[src/hdl/sparse_fragmented_array_table_unit_macros.svh]
// Assertion macros shared by the sparse paged array table modules
`ifndef SPARSE_FRAGMENTED_ARRAY_TABLE_UNIT_MACROS_SVH
`define SPARSE_FRAGMENTED_ARRAY_TABLE_UNIT_MACROS_SVH

// check cons in the same cycle as ante
`define SFAT_ASSERT_SAME(label, ante, cons, msg) \
  label: assert property (@(posedge clk) disable iff (!rst_n) (ante) |-> (cons)) \
    else $error(msg);

// check cons starting in the cycle after ante
`define SFAT_ASSERT_NEXT(label, ante, cons, msg) \
  label: assert property (@(posedge clk) disable iff (!rst_n) (ante) |=> (cons)) \
    else $error(msg);

`endif

[src/hdl/sfat_pkg.sv]
// Types and constants of the sparse paged array table
package sfat_pkg;

  localparam int OP_W   = 3;
  localparam int IDX_W  = 16;
  localparam int KEY_W  = 32;
  localparam int ST_W   = 2;
  localparam int CNT_W  = 9;
  localparam int ACT_W  = 5;

  localparam int RECIP_SH = 24;
  localparam int RECIP_W  = RECIP_SH + 1;

  typedef enum logic [OP_W-1:0] {
    OP_SET      = 3'd0,
    OP_GET      = 3'd1,
    OP_DEL      = 3'd2,
    OP_CONTAINS = 3'd3,
    OP_IS_SET   = 3'd4,
    OP_CLEAR    = 3'd5
  } op_t;

  typedef enum logic [ST_W-1:0] {
    ST_OK    = 2'd0,
    ST_RANGE = 2'd1,
    ST_EMPTY = 2'd2
  } status_t;

  typedef struct packed {
    logic occupy;
    logic vacate;
    logic clear_all;
  } occ_cmd_t;

  typedef struct packed {
    logic [CNT_W-1:0] total;
    logic [ACT_W-1:0] active;
    logic [CNT_W-1:0] alloc;
  } occ_cnt_t;

endpackage

[src/hdl/sfat_occ.sv]
// Occupancy counts: per-fragment cell counts, total, active fragments and allocated cells
`include "sparse_fragmented_array_table_unit_macros.svh"

module sfat_occ #(
  parameter int NUM_FRAGS = 16,
  parameter int FRAG_LEN  = 16,
  localparam int FW = (NUM_FRAGS > 1) ? $clog2(NUM_FRAGS) : 1
) (
  input  logic               clk,
  input  logic               rst_n,
  input  sfat_pkg::occ_cmd_t cmd,
  input  logic [FW-1:0]      frag_idx,
  output sfat_pkg::occ_cnt_t cnt
);

  localparam int FCW = $clog2(FRAG_LEN + 1);
  localparam logic [FCW-1:0] FRAG_FULL = FCW'(FRAG_LEN);
  localparam logic [sfat_pkg::CNT_W-1:0] FRAG_INC = sfat_pkg::CNT_W'(FRAG_LEN);

  logic [FCW-1:0]     frag_cnt_r [NUM_FRAGS];
  sfat_pkg::occ_cnt_t cnt_r;

  assign cnt = cnt_r;

  always_ff @(posedge clk) begin
    if (!rst_n || cmd.clear_all) begin
      for (int f = 0; f < NUM_FRAGS; f++) begin
        frag_cnt_r[f] <= '0;
      end
      cnt_r <= '0;
    end else if (cmd.occupy) begin
      frag_cnt_r[frag_idx] <= frag_cnt_r[frag_idx] + FCW'(1);
      cnt_r.total          <= cnt_r.total + sfat_pkg::CNT_W'(1);
      if (frag_cnt_r[frag_idx] == '0) begin
        cnt_r.active <= cnt_r.active + sfat_pkg::ACT_W'(1);
        cnt_r.alloc  <= cnt_r.alloc + FRAG_INC;
      end
    end else if (cmd.vacate) begin
      frag_cnt_r[frag_idx] <= frag_cnt_r[frag_idx] - FCW'(1);
      cnt_r.total          <= cnt_r.total - sfat_pkg::CNT_W'(1);
      if (frag_cnt_r[frag_idx] == FCW'(1)) begin
        cnt_r.active <= cnt_r.active - sfat_pkg::ACT_W'(1);
        cnt_r.alloc  <= cnt_r.alloc - FRAG_INC;
      end
    end
  end

  `SFAT_ASSERT_SAME(a_cmd_onehot, 1'b1, $onehot0(cmd), "overlapping occupancy commands")
  `SFAT_ASSERT_SAME(a_occupy_room, cmd.occupy, frag_cnt_r[frag_idx] != FRAG_FULL, "fragment full")
  `SFAT_ASSERT_SAME(a_vacate_live, cmd.vacate, frag_cnt_r[frag_idx] != '0, "fragment empty")
  `SFAT_ASSERT_NEXT(a_clear_zero, cmd.clear_all, cnt_r == '0, "counts not zero after clear")

endmodule

[config.mk]
export PLATFORM = sky130hd
export DESIGN_NAME = sfat_occ
export DESIGN_NICKNAME = d
export VERILOG_FILES = /design/src/hdl/sfat_pkg.sv /design/src/hdl/sfat_occ.sv
export VERILOG_INCLUDE_DIRS = /design/src /design/src/hdl
export SDC_FILE = /design/constraint.sdc
export NUM_CORES = 1
export LEC_CHECK = 0
export BUFFER_PORTS_ARGS = -buffer_cell sky130_fd_sc_hd__buf_2
export CAP_MARGIN = 20
export CELL_PAD_IN_SITES_DETAIL_PLACEMENT = 0
export CELL_PAD_IN_SITES_GLOBAL_PLACEMENT = 1
export CORE_MARGIN = 4
export CORE_UTILIZATION = 44
export DETAILED_ROUTE_END_ITERATION = 12
export PLACE_DENSITY_LB_ADDON = 0.3
export RECOVER_POWER = 25
export SYNTH_ARGS = -nofsm -noshare
export SYNTH_HDL_FRONTEND = slang
export SYNTH_SLANG_ARGS = --single-unit
[constraint.sdc]
create_clock -name clk -period 3.3 [get_ports clk]
set_input_delay 0.165 -clock clk [delete_from_list [all_inputs] [get_ports clk]]
set_output_delay 0.165 -clock clk [all_outputs]
set_load 0.02 [all_outputs]
# [Word-level counts from Yosys, hierarchy flattened]
# Memories as Yosys holds them, arrays and structs flattened.
# Cells that the tools add are included.
[totals] register_bits=23 mem_bits_rw=80 wordCells=39 input_bits=9 output_inout_bits=23 n_memories=1
[mem_list] memory="frag_cnt_r" words=16 word_bits=5 read_ports=1 rd_clocked_by_memory_dff=0 wr=16 line_no="sfat_occ.sv:20" source="logic [FCW-1:0] frag_cnt_r [NUM_FRAGS];"
[op_classes] mux=17 add_sub_neg=8 eq_ne=2 n_bitwise=1 reduce_logical=7
[op_table] op="two-way mux 23 bit" n=2
[op_table] op="two-way mux 14 bit" n=2
[op_table] op="adder 5 x 1 -> 5 bit (second input constant)" n=2
[op_table] op="two-way mux 1 bit" n=10
[op_table] op="two-way mux 5 bit" n=2
[op_table] op="subtractor 5 x 1 -> 5 bit (second input constant)" n=2
[op_table] op="adder 9 x 1 -> 9 bit (second input constant)" n=1
[op_table] op="adder 9 x 5 -> 9 bit (second input constant)" n=1
[op_table] op="subtractor 9 x 1 -> 9 bit (second input constant)" n=1
[op_table] op="subtractor 9 x 5 -> 9 bit (second input constant)" n=1
[op_table] op="== test 5 x 1 -> 1 bit (second input constant)" n=1
[op_table] op="zero test 5 bit" n=1
[op_table] op="OR reduction 5 bit" n=1
[op_table] op="two-way mux 4 bit" n=1
[op_table] op="nonzero test 2 bit" n=2
[op_table] op="AND reduction 3 bit" n=1
[op_table] op="inequality test 2 x 1 -> 1 bit (second input constant)" n=1
[op_table] op="zero test 1 bit" n=1
[op_table] op="logical OR 1 bit" n=1
[op_table] op="OR 1 bit" n=1

# [Longest topological paths before layout]
[depth] word_depth=7 depth_mapped=14 mapped_depth_nobuf=11

# [Worst setup path after synthesis]
# OpenSTA, ideal clock, no wires.
[synth_timing] path_type="input to register" start="in frag_idx[1]" end="mem frag_cnt_r[12][4] (netlist name) (data pin)" t_required_ns=3.042 t_arrival_ns=2.886 setup_ns=0.258 setup_slack_ns=0.156 path_stages=14 cell_sequence="clkbuf_1 -> clkbuf_1 -> mux4_2 -> a22oi_1 -> nand2_1 -> clkbuf_1 -> clkbuf_1 -> inv_2 -> ha_1 -> or4b_1 -> nand2_1 -> xnor2_2 -> buf_6 -> nor2_1"
[synth_lines] element="start: declaration" line_no="sfat_occ.sv:12" source="input logic [FW-1:0] frag_idx,"
[synth_lines] element="end: declaration" line_no="sfat_occ.sv:20"

==> metrics <==
CTS tree=built; Initial Utilization=0.4531; critical path arrival=a little under 3000 ps; Avg Cell Area, Syn=11.92 um2; most common cell after layout, fill and taps aside=nor2_1; core region area=10890 um2; final setup fails=0; all-layer global routing usage=0.1755; worst skew pair latency=approximately 380 ps; initial antenna violation count=0; Post-Route Setup TNS=0 ps; Die H=between 100 and 150 um; CTS max path bufs=2; CTS buffer count=9; total grt overflow=0; Clock Tree Root=clkbuf_8; worst-margin pin slew=around 980 ps; most frequent cells in the layout=94 x nor2_1, 80 x edfxtp_1, 47 x nand2_1; RePlAce Congestion=slightly above 0.8; Vias/cell=about 5.4; YS warnings=0; WL final=~10 mm; worst-path cell chain=mux4_2, a22oi_1, nand2_1, ha_1, nand4_1, nand2_1, xnor2_2, nor2_1; post-CTS setup buffer count=0; Critical Path Start Type=flop; setup slack after layout=roughly 420 ps; Place WS=-59.55 ps; Hold/Removal Path Class=in2reg; status=finished clean; DRC errors left=0; Hold-fix buffers, CTS=0; I/O Buffers=27; Max-cap violations=0; DP HPWL=7.488 mm; initial drt markers=approximately 190; Synth Flop Type=edfxtp_1; H-tree depth=3; post-synth cell types=45; Crit path top cell by count=nand2_1; first-pass GRT wire length=approximately 17 mm; First-pass DRT Iterations=5; number of synthesized flops with an enable pin=80; Pwr Density=~500 nW/um2; fin nets=481; # resized after CTS=0; Slew Limit Headroom=0.3405; min cycle time layout=roughly 2900 ps; Slew Limit Fails=0; filler cell count=approximately 990; total design power=2.680 mW; clk sinks=slightly below 100; clock skew=around 12 ps; largest net degree at the start of global routing=25; Worst setup EP type=flop; Area Growth Syn to Fin=10.88%; mapped cell area=slightly below 5000 um2; number of global-route vias before repair=approximately 3300; Max VDD drop=0.0002151 V; ANT nets after route=0; Max Freq=between 300 and 400 MHz; CTS clock-pin slew for the worst setup and hold paths=100 ps; RSZ-0062 raised after global routing=no; final hold viol count=0; num rows=38; Post-synth ARST share=0; Crit path largest cell delay=760 ps; die width=around 110 um; WP data required=between 3000 and 4000 ps; hold_ws=between 200 and 250 ps; fin crit share=0.8724; Crit Path Class=reg2reg; DR vias=~3200; CP max FO=16; flops & latches, synth=a little under 100; Post-Syn Instances=414; Routed WL per cell=17.35 um; Worst path slowest cell=xnor2_2; ANT cells=0; I/O pins=32; area of the die=about 13000 um2; share of cells above drive strength 1=0.1685; Seq/Total Area, Yosys=0.5640; P_leak=approximately 2.1 nW
layout make-up:
type	instances	area (um2)	area share
clock inverters	6	90.09	0.01647
well taps	140	175.2	0.03202
repair buffers	49	265.3	0.04849
flip-flops and latches	99	2783	0.5087
clock buffers	9	123.9	0.02264
multi-input cells	283	1991	0.3639
inverters	11	42.54	0.007777
sequential cells by signal (all words and copies together), names as in the netlist:
name        count
frag_cnt_r     80
cnt            19
stage by stage:
step,util,cells,instance area [um2]
2_1_floorplan,-,417,4945
5_1_grt,0.5024,597,5470
4_1_cts,0.5056,597,5505
3_5_place_dp,0.4860,582,5291
6_report,0.5024,597,5470
3_3_place_gp,0.4860,582,5291
per-layer routing:
layer | share of wire | global-route usage | vias up
met5 | 0 | 0 | -
met4 | 0.023 | 0.06255 | 0
met3 | 0.060 | 0.04191 | 24
met2 | 0.48 | 0.2846 | 90
met1 | 0.44 | 0.2319 | 1574
li1 | - | - | 1542
critical path: cells and delay by family, from the launching register on:
family / cells / cell delay [ps]
compound gates: 1 / 270
xor+xnor: 1 / 760
fa+ha+maj: 1 / 240
flops: 1 / 380
mux: 1 / 490
simple gates: 4 / 460
path summary, 6_finish.rpt:
path	slack, ps	depth (start not counted)	from	end
worst max-delay path	420	8	frag_cnt_r[15][0]	frag_cnt_r[0][4]
worst min-delay path	220	4	cmd[1]	cnt[21]
worst max register to register	420	8	frag_cnt_r[15][0]	frag_cnt_r[0][4]
worst min register to register	490	2	cnt[12]	cnt[12]
cell families after synthesis:
logic type,after synthesis,share of synthesized area
AO/OA/AOI/OAI,40,0.05225
XOR/XNOR,18,0.03348
AND/OR/NAND/NOR,178,0.1570
flip-flops,99,0.5640
buffers and inverters,35,0.03525
adder cells (fa/ha/maj),19,0.05275
other,1,0.0007601
multiplexers,24,0.1045
report_power, final:
group	internal [mW]	total [mW]	leakage, nW	switching, mW
clock network	0.426	0.859	0.106	0.434
registers	1.40	1.43	1.05	0.0255
logic	0.151	0.393	0.950	0.243
total	1.98	2.68	2.10	0.702
cell usage after synthesis (2+ instances only):
cell type  count  area, um2
mux2i_1        2      20.02
nor2_2         7      43.79
dfxtp_1       19      380.4
o21ai_0        2      10.01
nand2b_1       2      12.51
xnor2_1       13      113.9
and3_1         2      12.51
nand4_1        2      12.51
a211oi_1       4      30.03
a22oi_1        6      45.04
fa_1           3      60.06
inv_1          8      30.03
nor3_1         5      25.02
o21ai_1        6      30.03
xor2_1         4      35.03
nand2_1       47      176.4
clkbuf_1      13      48.80
buf_4          4      30.03
mux4_2        22      495.5
buf_2          3      15.01
edfxtp_1      80       2402
a22o_1         2      17.52
a21o_1         5      37.54
nand3_1        5      25.02
buf_6          3      33.78
or4b_1         2      20.02
nor2_1        94      352.8
a21oi_1       11      55.05
ha_1          16      200.2
inv_2          2      7.510
nor2b_1        6      37.54
Power figures use the tool's default switching activity.
